<file path="src/design/bitmap_page_allocator_assert.svh">
// assertion helpers shared by the allocator modules
// both expect signals named clock and reset in the enclosing module
`ifndef BITMAP_PAGE_ALLOCATOR_ASSERT_SVH
`define BITMAP_PAGE_ALLOCATOR_ASSERT_SVH

// same-cycle implication
`define BPA_ASSERT_IMPLY(label, ante, cons, msg) \
   label: assert property (@(posedge clock) disable iff (reset) (ante) |-> (cons)) \
      else $error(msg);

// next-cycle implication
`define BPA_ASSERT_NEXT(label, ante, cons, msg) \
   label: assert property (@(posedge clock) disable iff (reset) (ante) |=> (cons)) \
      else $error(msg);

`endif

</file>
<file path="src/design/bpa_pkg.sv">
`timescale 1ns / 1ps

package bpa_pkg;

   localparam int PAGE_FIELD_W   = 20;
   localparam int REGION_FIELD_W = 21;
   localparam int GRANT_FIELD_W  = 12;
   localparam int COUNT_FIELD_W  = 13;

   typedef enum logic [1:0] {
      OP_ADD_REGION     = 2'd0,
      OP_RESERVE_REGION = 2'd1,
      OP_ALLOC_PAGE     = 2'd2,
      OP_FREE_PAGE      = 2'd3
   } op_type;

   typedef enum logic [1:0] {
      ST_OK           = 2'd0,
      ST_NO_FREE      = 2'd1,
      ST_OUT_OF_RANGE = 2'd2,
      ST_ALREADY_FREE = 2'd3
   } status_type;

   typedef struct packed {
      op_type                    op;
      logic [PAGE_FIELD_W-1:0]   page_number;
      logic [REGION_FIELD_W-1:0] region_pages;
   } req_type;

   typedef struct packed {
      status_type               status;
      logic [GRANT_FIELD_W-1:0] granted_page;
      logic [COUNT_FIELD_W-1:0] free_count;
      logic [COUNT_FIELD_W-1:0] total_count;
   } rsp_type;

   // controller to datapath
   typedef struct packed {
      logic       clear_en;
      logic       load;
      logic       raise_total;
      logic       rd_en;
      logic       modify;
      logic       advance;
      logic       respond;
      status_type status;
   } cmd_type;

   // datapath to controller
   typedef struct packed {
      logic   clear_done;
      op_type op;
      logic   range_bad;
      logic   region_empty;
      logic   no_free;
      logic   last_word;
      logic   word_full;
      logic   bit_set;
   } sts_type;

endpackage

</file>
<file path="src/design/bpa_ram.sv">
`timescale 1ns / 1ps

module bpa_ram #(
   parameter int WIDTH = 32,
   parameter int DEPTH = 128
) (
   input  logic                                   clock,
   input  logic                                   we,
   input  logic [((DEPTH > 1) ? $clog2(DEPTH) : 1)-1:0] waddr,
   input  logic [WIDTH-1:0]                       wdata,
   input  logic                                   re,
   input  logic [((DEPTH > 1) ? $clog2(DEPTH) : 1)-1:0] raddr,
   output logic [WIDTH-1:0]                       rdata
);

   logic [WIDTH-1:0] mem_ff [DEPTH];
   logic [WIDTH-1:0] rd_data_ff;

   always_ff @(posedge clock) begin
      if (we) begin
         mem_ff[waddr] <= wdata;
      end
      if (re) begin
         rd_data_ff <= mem_ff[raddr];
      end
   end

   assign rdata = rd_data_ff;

endmodule

</file>
<file path="src/design/bpa_ctrl.sv">
`timescale 1ns / 1ps
`include "bitmap_page_allocator_assert.svh"

module bpa_ctrl (
   input  logic             clock,
   input  logic             reset,
   input  logic             start,
   output logic             busy,
   output logic             rsp_valid,
   output bpa_pkg::cmd_type cmd,
   input  bpa_pkg::sts_type sts
);

   typedef enum logic [2:0] {
      S_CLEAR,
      S_IDLE,
      S_DECODE,
      S_READ,
      S_MODIFY,
      S_DONE
   } state_type;

   state_type            state_ff, state_in;
   bpa_pkg::status_type  status_ff, status_in;
   logic                 rsp_valid_ff;

   always_comb begin
      state_in  = state_ff;
      status_in = status_ff;
      cmd       = '0;
      cmd.status = status_ff;
      unique case (state_ff)
         S_CLEAR: begin
            cmd.clear_en = 1'b1;
            if (sts.clear_done) begin
               state_in = S_IDLE;
            end
         end
         S_IDLE: begin
            if (start) begin
               cmd.load  = 1'b1;
               status_in = bpa_pkg::ST_OK;
               state_in  = S_DECODE;
            end
         end
         S_DECODE: begin
            unique case (sts.op)
               bpa_pkg::OP_ADD_REGION, bpa_pkg::OP_RESERVE_REGION: begin
                  priority if (sts.range_bad) begin
                     status_in = bpa_pkg::ST_OUT_OF_RANGE;
                     state_in  = S_DONE;
                  end else if (sts.region_empty) begin
                     state_in = S_DONE;
                  end else begin
                     cmd.raise_total = (sts.op == bpa_pkg::OP_ADD_REGION);
                     state_in        = S_READ;
                  end
               end
               bpa_pkg::OP_ALLOC_PAGE: begin
                  if (sts.no_free) begin
                     status_in = bpa_pkg::ST_NO_FREE;
                     state_in  = S_DONE;
                  end else begin
                     state_in = S_READ;
                  end
               end
               bpa_pkg::OP_FREE_PAGE: begin
                  if (sts.range_bad) begin
                     status_in = bpa_pkg::ST_OUT_OF_RANGE;
                     state_in  = S_DONE;
                  end else begin
                     state_in = S_READ;
                  end
               end
               default: state_in = S_DONE;
            endcase
         end
         S_READ: begin
            cmd.rd_en = 1'b1;
            state_in  = S_MODIFY;
         end
         S_MODIFY: begin
            unique case (sts.op)
               bpa_pkg::OP_ADD_REGION, bpa_pkg::OP_RESERVE_REGION: begin
                  cmd.modify = 1'b1;
                  if (sts.last_word) begin
                     state_in = S_DONE;
                  end else begin
                     cmd.advance = 1'b1;
                     state_in    = S_READ;
                  end
               end
               bpa_pkg::OP_ALLOC_PAGE: begin
                  if (sts.word_full) begin
                     cmd.advance = 1'b1;
                     state_in    = S_READ;
                  end else begin
                     cmd.modify = 1'b1;
                     state_in   = S_DONE;
                  end
               end
               bpa_pkg::OP_FREE_PAGE: begin
                  if (sts.bit_set) begin
                     cmd.modify = 1'b1;
                  end else begin
                     status_in = bpa_pkg::ST_ALREADY_FREE;
                  end
                  state_in = S_DONE;
               end
               default: state_in = S_DONE;
            endcase
         end
         S_DONE: begin
            cmd.respond = 1'b1;
            state_in    = S_IDLE;
         end
         default: state_in = S_IDLE;
      endcase
   end

   always_ff @(posedge clock) begin
      if (reset) begin
         state_ff     <= S_CLEAR;
         status_ff    <= bpa_pkg::ST_OK;
         rsp_valid_ff <= 1'b0;
      end else begin
         state_ff     <= state_in;
         status_ff    <= status_in;
         rsp_valid_ff <= (state_ff == S_DONE);
      end
   end

   assign busy      = (state_ff != S_IDLE);
   assign rsp_valid = rsp_valid_ff;

   `BPA_ASSERT_NEXT(a_accept_decodes, start && !busy, state_ff == S_DECODE, "accepted word lost")
   `BPA_ASSERT_NEXT(a_single_strobe, rsp_valid_ff, !rsp_valid_ff, "result strobe repeated")
   `BPA_ASSERT_IMPLY(a_strobe_after_done, rsp_valid_ff, $past(state_ff) == S_DONE, "stray strobe")

endmodule

</file>
<file path="src/design/bpa_datapath.sv">
`timescale 1ns / 1ps
`include "bitmap_page_allocator_assert.svh"

module bpa_datapath #(
   parameter int NUM_PAGES = 4096,
   parameter int WORD_BITS = 32
) (
   input  logic             clock,
   input  logic             reset,
   input  bpa_pkg::cmd_type cmd,
   input  bpa_pkg::req_type req_data,
   output bpa_pkg::sts_type sts,
   output bpa_pkg::rsp_type rsp_data
);

   localparam int MAP_WORDS = (NUM_PAGES + WORD_BITS - 1) / WORD_BITS;
   localparam int ADDR_W    = (MAP_WORDS > 1) ? $clog2(MAP_WORDS) : 1;
   localparam int BIT_W     = $clog2(WORD_BITS);
   localparam int SPAN_W    = ADDR_W + BIT_W + 1;
   localparam int CNT_W     = $clog2(NUM_PAGES + 1);
   localparam int POP_W     = $clog2(WORD_BITS + 1);
   localparam int PAGE_FW   = bpa_pkg::PAGE_FIELD_W;
   localparam int REGION_FW = bpa_pkg::REGION_FIELD_W;
   localparam int SUM_W     = REGION_FW + 1;
   localparam int GNT_FW    = bpa_pkg::GRANT_FIELD_W;
   localparam int CNT_FW    = bpa_pkg::COUNT_FIELD_W;
   localparam logic [WORD_BITS-1:0] ONES    = '1;
   localparam logic [BIT_W-1:0]     TOP_BIT = BIT_W'(WORD_BITS - 1);

   // request held for the whole operation
   bpa_pkg::op_type          op_ff;
   logic [PAGE_FW-1:0]       page_ff;
   logic [REGION_FW-1:0]     pages_ff;
   logic [SPAN_W-1:0]        end_ff, end_in;
   logic [SPAN_W-1:0]        end_m1_ff;
   logic [SUM_W-1:0]         sum;

   logic [ADDR_W-1:0]        cursor_ff, cursor_in;
   logic [ADDR_W-1:0]        hint_ff, hint_in;
   logic [CNT_W-1:0]         free_ff, free_in;
   logic [CNT_W-1:0]         total_ff, total_in;
   logic [CNT_W-1:0]         end_cnt;
   logic [ADDR_W+BIT_W-1:0]  grant_ff, grant_in;
   bpa_pkg::rsp_type         rsp_ff;

   logic [ADDR_W-1:0]        first_word, last_word;
   logic [BIT_W-1:0]         first_bit, hi_bit, lo_sel, hi_sel, zero_idx;
   logic [WORD_BITS-1:0]     rd_word, mask, changed, new_word, free_hot, alloc_hot;
   logic [POP_W-1:0]         pop_count;
   logic                     word_full;
   logic                     ram_we;

   assign first_word = page_ff[BIT_W +: ADDR_W];
   assign first_bit  = page_ff[BIT_W-1:0];
   assign last_word  = end_m1_ff[BIT_W +: ADDR_W];
   assign hi_bit     = end_m1_ff[BIT_W-1:0];

   // clamp the region end to the bitmap size
   always_comb begin
      sum = SUM_W'(req_data.page_number) + SUM_W'(req_data.region_pages);
      if (sum > SUM_W'(NUM_PAGES)) begin
         end_in = SPAN_W'(NUM_PAGES);
      end else begin
         end_in = SPAN_W'(sum);
      end
   end

   // bits of the current word inside the region
   assign lo_sel = (cursor_ff == first_word) ? first_bit : '0;
   assign hi_sel = (cursor_ff == last_word) ? hi_bit : TOP_BIT;
   assign mask   = (ONES << lo_sel) & (ONES >> (TOP_BIT - hi_sel));

   assign word_full = &rd_word;

   // lowest clear bit
   always_comb begin
      zero_idx = '0;
      for (int i = WORD_BITS - 1; i >= 0; i--) begin
         if (!rd_word[i]) begin
            zero_idx = BIT_W'(i);
         end
      end
   end

   assign free_hot  = WORD_BITS'(1) << first_bit;
   assign alloc_hot = WORD_BITS'(1) << zero_idx;

   always_comb begin
      changed  = '0;
      new_word = rd_word;
      unique case (op_ff)
         bpa_pkg::OP_ADD_REGION: begin
            changed  = rd_word & mask;
            new_word = rd_word & ~mask;
         end
         bpa_pkg::OP_RESERVE_REGION: begin
            changed  = ~rd_word & mask;
            new_word = rd_word | mask;
         end
         bpa_pkg::OP_ALLOC_PAGE: new_word = rd_word | alloc_hot;
         bpa_pkg::OP_FREE_PAGE:  new_word = rd_word & ~free_hot;
         default:                new_word = rd_word;
      endcase
   end

   always_comb begin
      pop_count = '0;
      for (int i = 0; i < WORD_BITS; i++) begin
         pop_count = pop_count + POP_W'(changed[i]);
      end
   end

   assign end_cnt = CNT_W'(end_ff);

   always_comb begin
      cursor_in = cursor_ff;
      hint_in   = hint_ff;
      free_in   = free_ff;
      total_in  = total_ff;
      grant_in  = grant_ff;
      if (cmd.load) begin
         grant_in = '0;
         if (req_data.op == bpa_pkg::OP_ALLOC_PAGE) begin
            cursor_in = hint_ff;
         end else begin
            cursor_in = req_data.page_number[BIT_W +: ADDR_W];
         end
      end
      if (cmd.clear_en || cmd.advance) begin
         cursor_in = cursor_ff + 1'b1;
      end
      if (cmd.raise_total) begin
         if (end_cnt > total_ff) begin
            total_in = end_cnt;
         end
         if (first_word < hint_ff) begin
            hint_in = first_word;
         end
      end
      if (cmd.modify) begin
         unique case (op_ff)
            bpa_pkg::OP_ADD_REGION:     free_in = free_ff + CNT_W'(pop_count);
            bpa_pkg::OP_RESERVE_REGION: free_in = free_ff - CNT_W'(pop_count);
            bpa_pkg::OP_ALLOC_PAGE: begin
               free_in  = free_ff - 1'b1;
               hint_in  = cursor_ff;
               grant_in = {cursor_ff, zero_idx};
            end
            bpa_pkg::OP_FREE_PAGE: begin
               free_in = free_ff + 1'b1;
               if (cursor_ff < hint_ff) begin
                  hint_in = cursor_ff;
               end
            end
            default: free_in = free_ff;
         endcase
      end
   end

   always_ff @(posedge clock) begin
      if (reset) begin
         cursor_ff <= '0;
         hint_ff   <= '0;
         free_ff   <= '0;
         total_ff  <= '0;
      end else begin
         cursor_ff <= cursor_in;
         hint_ff   <= hint_in;
         free_ff   <= free_in;
         total_ff  <= total_in;
      end
   end

   always_ff @(posedge clock) begin
      if (cmd.load) begin
         op_ff    <= req_data.op;
         page_ff  <= req_data.page_number;
         pages_ff <= req_data.region_pages;
         end_ff   <= end_in;
      end
      end_m1_ff <= end_ff - 1'b1;
      grant_ff  <= grant_in;
      if (cmd.respond) begin
         rsp_ff.status       <= cmd.status;
         rsp_ff.granted_page <= GNT_FW'(grant_ff);
         rsp_ff.free_count   <= CNT_FW'(free_ff);
         rsp_ff.total_count  <= CNT_FW'(total_ff);
      end
   end

   assign ram_we = cmd.clear_en | cmd.modify;

   bpa_ram #(
      .WIDTH (WORD_BITS),
      .DEPTH (MAP_WORDS)
   ) u_map (
      .clock (clock),
      .we    (ram_we),
      .waddr (cursor_ff),
      .wdata (cmd.clear_en ? ONES : new_word),
      .re    (cmd.rd_en),
      .raddr (cursor_ff),
      .rdata (rd_word)
   );

   always_comb begin
      sts.clear_done   = (cursor_ff == ADDR_W'(MAP_WORDS - 1));
      sts.op           = op_ff;
      sts.range_bad    = ({1'b0, page_ff} >= (PAGE_FW + 1)'(NUM_PAGES));
      sts.region_empty = (pages_ff == '0);
      sts.no_free      = (free_ff == '0);
      sts.last_word    = (cursor_ff == last_word);
      sts.word_full    = word_full;
      sts.bit_set      = rd_word[first_bit];
   end

   assign rsp_data = rsp_ff;

   `BPA_ASSERT_IMPLY(a_free_bounded, 1'b1, free_ff <= CNT_W'(NUM_PAGES), "free count overflow")
   `BPA_ASSERT_IMPLY(a_write_in_map, ram_we, cursor_ff <= ADDR_W'(MAP_WORDS - 1), "write past map")
   `BPA_ASSERT_IMPLY(a_alloc_gap, cmd.modify && op_ff == bpa_pkg::OP_ALLOC_PAGE, !word_full, "alloc on full word")

endmodule

</file>
<file path="src/design/bitmap_page_allocator.sv">
`timescale 1ns / 1ps
// an accepted request is decoded, then each bitmap word it covers or scans is read and
// written back as needed; rejected or empty requests go straight to the result
// one request at a time, at most one read-modify-write of the bitmap memory per word; a new
// request is taken only after the result of the last one has been registered
// reset is synchronous; afterwards a clearing pass marks every page used, one bitmap word
// per cycle, busy high throughout; the receiver cannot stall

module bitmap_page_allocator #(
   parameter int NUM_PAGES = 4096,
   // bits per bitmap word, a power of two
   parameter int WORD_BITS = 32
) (
   input  logic             clock,
   input  logic             reset,
   // request word, taken when start is high and busy is low
   input  logic             start,
   output logic             busy,
   input  bpa_pkg::req_type req_data,
   // result word, one per request, on rsp_data for one cycle under rsp_valid
   output logic             rsp_valid,
   output bpa_pkg::rsp_type rsp_data
);

   // control / status between the sequencer and the bitmap datapath
   bpa_pkg::cmd_type cmd;
   bpa_pkg::sts_type sts;

   // sequencer: clear sweep, decode, word walk, response strobe
   bpa_ctrl u_ctrl (
      .clock     (clock),
      .reset     (reset),
      .start     (start),
      .busy      (busy),
      .rsp_valid (rsp_valid),
      .cmd       (cmd),
      .sts       (sts)
   );

   // datapath: request registers, bitmap memory, counters, lowest-free hint
   bpa_datapath #(
      .NUM_PAGES (NUM_PAGES),
      .WORD_BITS (WORD_BITS)
   ) u_datapath (
      .clock    (clock),
      .reset    (reset),
      .cmd      (cmd),
      .req_data (req_data),
      .sts      (sts),
      .rsp_data (rsp_data)
   );

endmodule
</file>
<file path="config.mk">
export PLATFORM = sky130hd
export DESIGN_NAME = bitmap_page_allocator
export DESIGN_NICKNAME = d
export VERILOG_FILES = /design/src/design/bpa_pkg.sv /design/src/design/bpa_ram.sv /design/src/design/bpa_ctrl.sv /design/src/design/bpa_datapath.sv /design/src/design/bitmap_page_allocator.sv
export VERILOG_INCLUDE_DIRS = /design/src /design/src/design
export SDC_FILE = /design/constraint.sdc
export NUM_CORES = 2
export LEC_CHECK = 0
export BUFFER_PORTS_ARGS = -buffer_cell sky130_fd_sc_hd__buf_4
export CORE_MARGIN = 1
export CORE_UTILIZATION = 51
export DETAILED_ROUTE_END_ITERATION = 7
export GPL_TIMING_DRIVEN = 0
export PLACE_DENSITY = 0.68
export SLEW_MARGIN = 40
export SYNTH_ARGS = -nofsm -noshare
export SYNTH_HDL_FRONTEND = slang
export SYNTH_HIERARCHICAL = 1
export SYNTH_SLANG_ARGS = --single-unit
</file>
<file path="constraint.sdc">
create_clock -name clock -period 22.2 [get_ports clock]
set_input_delay 0 -clock clock [delete_from_list [all_inputs] [get_ports clock]]
set_output_delay 0 -clock clock [all_outputs]
set_load 0.02 [all_outputs]
</file>
==> metrics.txt <==
# TYPE chip_impl_metric gauge
chip_impl_metric{name="timing.setup.tns",unit="ns"} 0
chip_impl_metric{name="rows",unit=""} 211
chip_impl_info{name="yosys_most_used_dff",value="edfxtp_1"} 1
chip_impl_metric{name="final_nets",unit=""} 8721
chip_impl_metric{name="netlist_area",unit="um^2"} 169000
chip_impl_metric{name="clock_sinks",unit=""} 4294
chip_impl_metric{name="final_cells",unit=""} 13300
chip_impl_metric{name="arrival_time_of_data_at_the_critical_path_endpoint",unit="ns"} 11.01
chip_impl_metric{name="die_width",unit="um"} 578
chip_impl_metric{name="final-hold-violation-count",unit=""} 0
chip_impl_metric{name="max_cap_viol_count",unit=""} 0
chip_impl_metric{name="cts_setup_buffers",unit=""} 0
chip_impl_metric{name="achievable-frequency",unit="MHz"} 98.1
chip_impl_metric{name="drt-met1-wl",unit="um"} 174000
chip_impl_metric{name="die_area",unit="um^2"} 334000
chip_impl_metric{name="post_synth_inst_count",unit=""} 7388
chip_impl_info{name="cts_root_buf",value="clkbuf_16"} 1
chip_impl_metric{name="router_iterations_before_antenna_repair",unit=""} 6
chip_impl_info{name="run_status",value="completed"} 1
chip_impl_metric{name="period_needed",unit="ns"} 10.19
chip_impl_info{name="rsz0062_at_grt",value="false"} 1
chip_impl_metric{name="detail_route.wirelength",unit="um"} 461000
chip_impl_metric{name="io_buffers",unit=""} 87
chip_impl_metric{name="buf_inv_stages_crit_path",unit=""} 6
chip_impl_metric{name="vias_per_cell",unit=""} 6.45
chip_impl_metric{name="clk_transition_reported_paths",unit="ns"} 0.06
chip_impl_metric{name="grt_first_pass_wirelength",unit="um"} 647000
chip_impl_metric{name="post_synth_num_cell_types",unit=""} 95
chip_impl_metric{name="fillCellCount",unit=""} 22200
chip_impl_metric{name="grt_pass1_vias",unit=""} 86000
chip_impl_info{name="tritoncts",value="built"} 1
chip_impl_info{name="critical_path.slowest_cell",value="dfxtp_1"} 1
chip_impl_metric{name="die-height",unit="um"} 578
chip_impl_metric{name="globalplace.congestion",unit=""} 0.997
chip_impl_metric{name="cells_resized_by_post_cts_repair",unit=""} 0
chip_impl_metric{name="setup_violations",unit=""} 0
chip_impl_metric{name="detailedPlace.worstSlack",unit="ns"} 12.10
chip_impl_metric{name="route.detailed.wl_per_inst",unit="um"} 34.7
chip_impl_info{name="worst_path_dominant_cell_family",value="adder cells"} 1
chip_impl_metric{name="drive_above_1_share",unit="%"} 35.2
chip_impl_metric{name="worst_ep_required_time",unit="ns"} 23.02
chip_impl_metric{name="coreArea",unit="um^2"} 330000
chip_impl_metric{name="initial_antenna_violation_count",unit=""} 29
chip_impl_metric{name="critPathMaxFanout",unit=""} 10
chip_impl_metric{name="cts.hold.buffers_added",unit=""} 91
chip_impl_metric{name="register_area",unit="um^2"} 128000
chip_impl_metric{name="dp.cells",unit=""} 12400
chip_impl_metric{name="detail_route_antenna_nets",unit=""} 0
chip_impl_metric{name="fin_skew",unit="ns"} 0.0672
chip_impl_info{name="critical-path-top-cell-by-count",value="fa_1"} 1
chip_impl_metric{name="cts_buffers",unit=""} 410
chip_impl_metric{name="yosys_warning_count",unit=""} 6
chip_impl_metric{name="area.growth.synth_to_final",unit="%"} 17.9
chip_impl_metric{name="worstMarginPinSlew",unit="ns"} 0.934
chip_impl_info{name="setup.worst_path.end_class",value="register"} 1
chip_impl_metric{name="synth_seq_area_share",unit="%"} 75.8
chip_impl_metric{name="max-vdd-ir-drop",unit="mV"} 0.0676
chip_impl_metric{name="worst_path_largest_cell_delay",unit="ns"} 0.91
chip_impl_metric{name="syn_nets",unit=""} 7532
chip_impl_metric{name="post_detailed_placement_half_perimeter_wirelength",unit="um"} 327000
chip_impl_info{name="holdCritPathClass",value="input pin to register"} 1
chip_impl_info{name="topRoutingLayerUsed",value="met5"} 1
chip_impl_metric{name="routed-wl-met3",unit="um"} 46800
chip_impl_metric{name="ctsHtreeMaxLevel",unit=""} 5
chip_impl_metric{name="total_number_of_vias",unit=""} 85700
chip_impl_metric{name="synth_seq_cells",unit=""} 4294
chip_impl_metric{name="total_drc_errors_in_the_routed_layout",unit=""} 0
chip_impl_metric{name="p_leak",unit="uW"} 0.0729
chip_impl_metric{name="maxSlewHeadroom",unit="%"} 37.7
chip_impl_metric{name="total_routing_resource_utilization_after_global_routing",unit="%"} 27.7
chip_impl_metric{name="async_reset_ff_share",unit="%"} 0
chip_impl_metric{name="grt_overflow_total",unit=""} 0
chip_impl_info{name="worstSetupPathType",value="register to register"} 1
chip_impl_metric{name="cellPowerDensity",unit="nW/um^2"} 81.2
chip_impl_metric{name="multi_input_area",unit="um^2"} 40300
chip_impl_metric{name="final_setup_slack_of_the_worst_path",unit="ns"} 12.01
chip_impl_metric{name="initial_core_util",unit="%"} 51.2
chip_impl_info{name="timing.critical_path.from_type",value="register"} 1
chip_impl_metric{name="grt_start_max_net_pins",unit=""} 65
chip_impl_metric{name="syn_avg_cell_area",unit="um^2"} 22.9
chip_impl_metric{name="drtIter0Drc",unit=""} 11200
chip_impl_metric{name="boundaryPins",unit=""} 88
chip_impl_metric{name="synth_edf_count",unit=""} 4224
chip_impl_metric{name="min_period_over_period",unit="%"} 45.9
chip_impl_metric{name="cts_max_path_buffers",unit=""} 4
chip_impl_metric{name="finalMaxSlewViolations",unit=""} 0
chip_impl_metric{name="met2_length",unit="um"} 222000
chip_impl_metric{name="insertion_delay",unit="ns"} 0.97
placed cells by master (no fill, tap or decap), types with 72 or more instances in the layout:
| master | count |
|---|---|
| edfxtp_1 | 4224 |
| mux4_2 | 1354 |
| clkbuf_16 | 418 |
| buf_2 | 271 |
| clkbuf_1 | 224 |
| buf_4 | 194 |
| buf_8 | 191 |
| nand2_1 | 148 |
| buf_16 | 140 |
| nor2_4 | 123 |
| nor2_1 | 118 |
| clkinv_1 | 99 |
| dlygate4sd3_1 | 91 |
| a21oi_1 | 80 |
| clkinv_2 | 77 |
| o21ai_0 | 75 |
| ha_1 | 72 |
report_power, final:
group / internal (uW) / leakage, uW / switching (uW)
Sequential: 8780 / 0.0495 / 4.83
Clock: 3880 / 0.00638 / 2990
Combinational: 204 / 0.0170 / 340
registers in the layout, summed over array words and instances (netlist names), 13 cells and up:
register,flops
u_datapath/u_map/mem_ff,4096
u_datapath/rsp_data,40
u_datapath/u_map/rdata,32
u_datapath/pages_ff,21
u_datapath/page_ff,20
u_datapath/end_cnt,13
u_datapath/free_ff,13
u_datapath/total_ff,13
cell type report:
class                           instances  share of cell area [%]
Tap cell                             4366                    2.74
Clock buffer                          489                    5.38
Multi-Input combinational cell       2623                    20.2
Clock inverter                        263                    1.20
Inverter                               75                   0.141
Sequential cell                      4294                    64.3
Antenna cell                           16                  0.0201
Timing Repair Buffer                  777                    5.08
Buffer                                396                   0.928
through the flow:
| stage | total power [uW] | hold slack (ns) | instance area, um^2 | util [%] |
|---|---|---|---|---|
| 6_report | 16200 | 0.0889 | 199000 | 60.4 |
| 5_1_grt | 16600 | 0.0835 | 199000 | 60.4 |
| 4_1_cts | 16300 | 0.0160 | 199000 | 60.4 |
| 3_5_place_dp | 9490 | 0.189 | 185000 | 56.1 |
| 3_3_place_gp | 9470 | 0.192 | 175000 | 53.1 |
| 2_1_floorplan | 9280 | 0.0724 | 169000 | - |
logic make-up (layout without fill, tap and decap cells):
logic type	Yosys count	in the layout	share of synthesized area (%)
adders and majority gates	98	98	0.840
buffers and inverters	471	2000	1.15
other	0	16	0
DFF	4294	4294	75.8
and+or+nand+nor	641	641	1.80
xor gates and xnor gates	49	49	0.254
muxes	1449	1449	18.6
AOI/OAI and AO/OA	386	386	1.57
final timing paths:
kind	start	to	slack, ns	cells after the start
max	u_datapath/cursor_ff[6]$_SDFFE_PP0P_	u_datapath/free_ff[11]$_SDFFE_PP0P_	12.01	32
min	req_data[30]	u_datapath/cursor_ff[4]$_SDFFE_PP0P_	0.09	6
max reg2reg	u_datapath/cursor_ff[6]$_SDFFE_PP0P_	u_datapath/free_ff[11]$_SDFFE_PP0P_	12.01	32
min reg2reg	u_ctrl/status_ff[0]$_SDFFE_PP0P_	u_datapath/rsp_data[38]$_DFFE_PP_	0.44	0
per-layer routing:
metal | vias up | GRT usage [%]
met4 | 2 | 10.3
met1 | 46200 | 37.8
met2 | 4697 | 44.3
met5 | - | 0
li1 | 34100 | -
met3 | 726 | 5.96
tightest hold or removal path, delay by kind of cell:
family | cells | cell delay [ns]
buffers and inverters | 2 | 0.68
AOI/OAI and AO/OA | 2 | 0.14
and+or+nand+nor | 2 | 0.18
synth_stat cells (14+ instances only):
cell type / number / share of area (%)
a211oi_1: 24 / 0.11
and3_1: 15 / 0.055
fa_1: 26 / 0.31
nand4_1: 24 / 0.089
mux4_2: 1354 / 18
nand3b_1: 16 / 0.071
dfxtp_1: 70 / 0.83
mux2_2: 58 / 0.39
a21oi_1: 84 / 0.25
nor2b_1: 22 / 0.081
nor3_1: 36 / 0.11
o211ai_1: 17 / 0.075
or2_2: 18 / 0.067
nand3_1: 41 / 0.12
xnor2_1: 18 / 0.093
a21o_1: 32 / 0.14
xor2_1: 31 / 0.16
nor2_1: 240 / 0.53
o221ai_1: 14 / 0.072
nor4_1: 16 / 0.059
buf_2: 93 / 0.27
a31oi_1: 15 / 0.055
clkbuf_1: 235 / 0.52
nand2b_1: 21 / 0.078
mux2i_1: 36 / 0.21
edfxtp_1: 4224 / 75
inv_1: 71 / 0.16
buf_1: 57 / 0.13
nand2_1: 149 / 0.33
ha_1: 72 / 0.53
o21ai_0: 85 / 0.25
No activity file was read; power rests on OpenSTA's default activity.
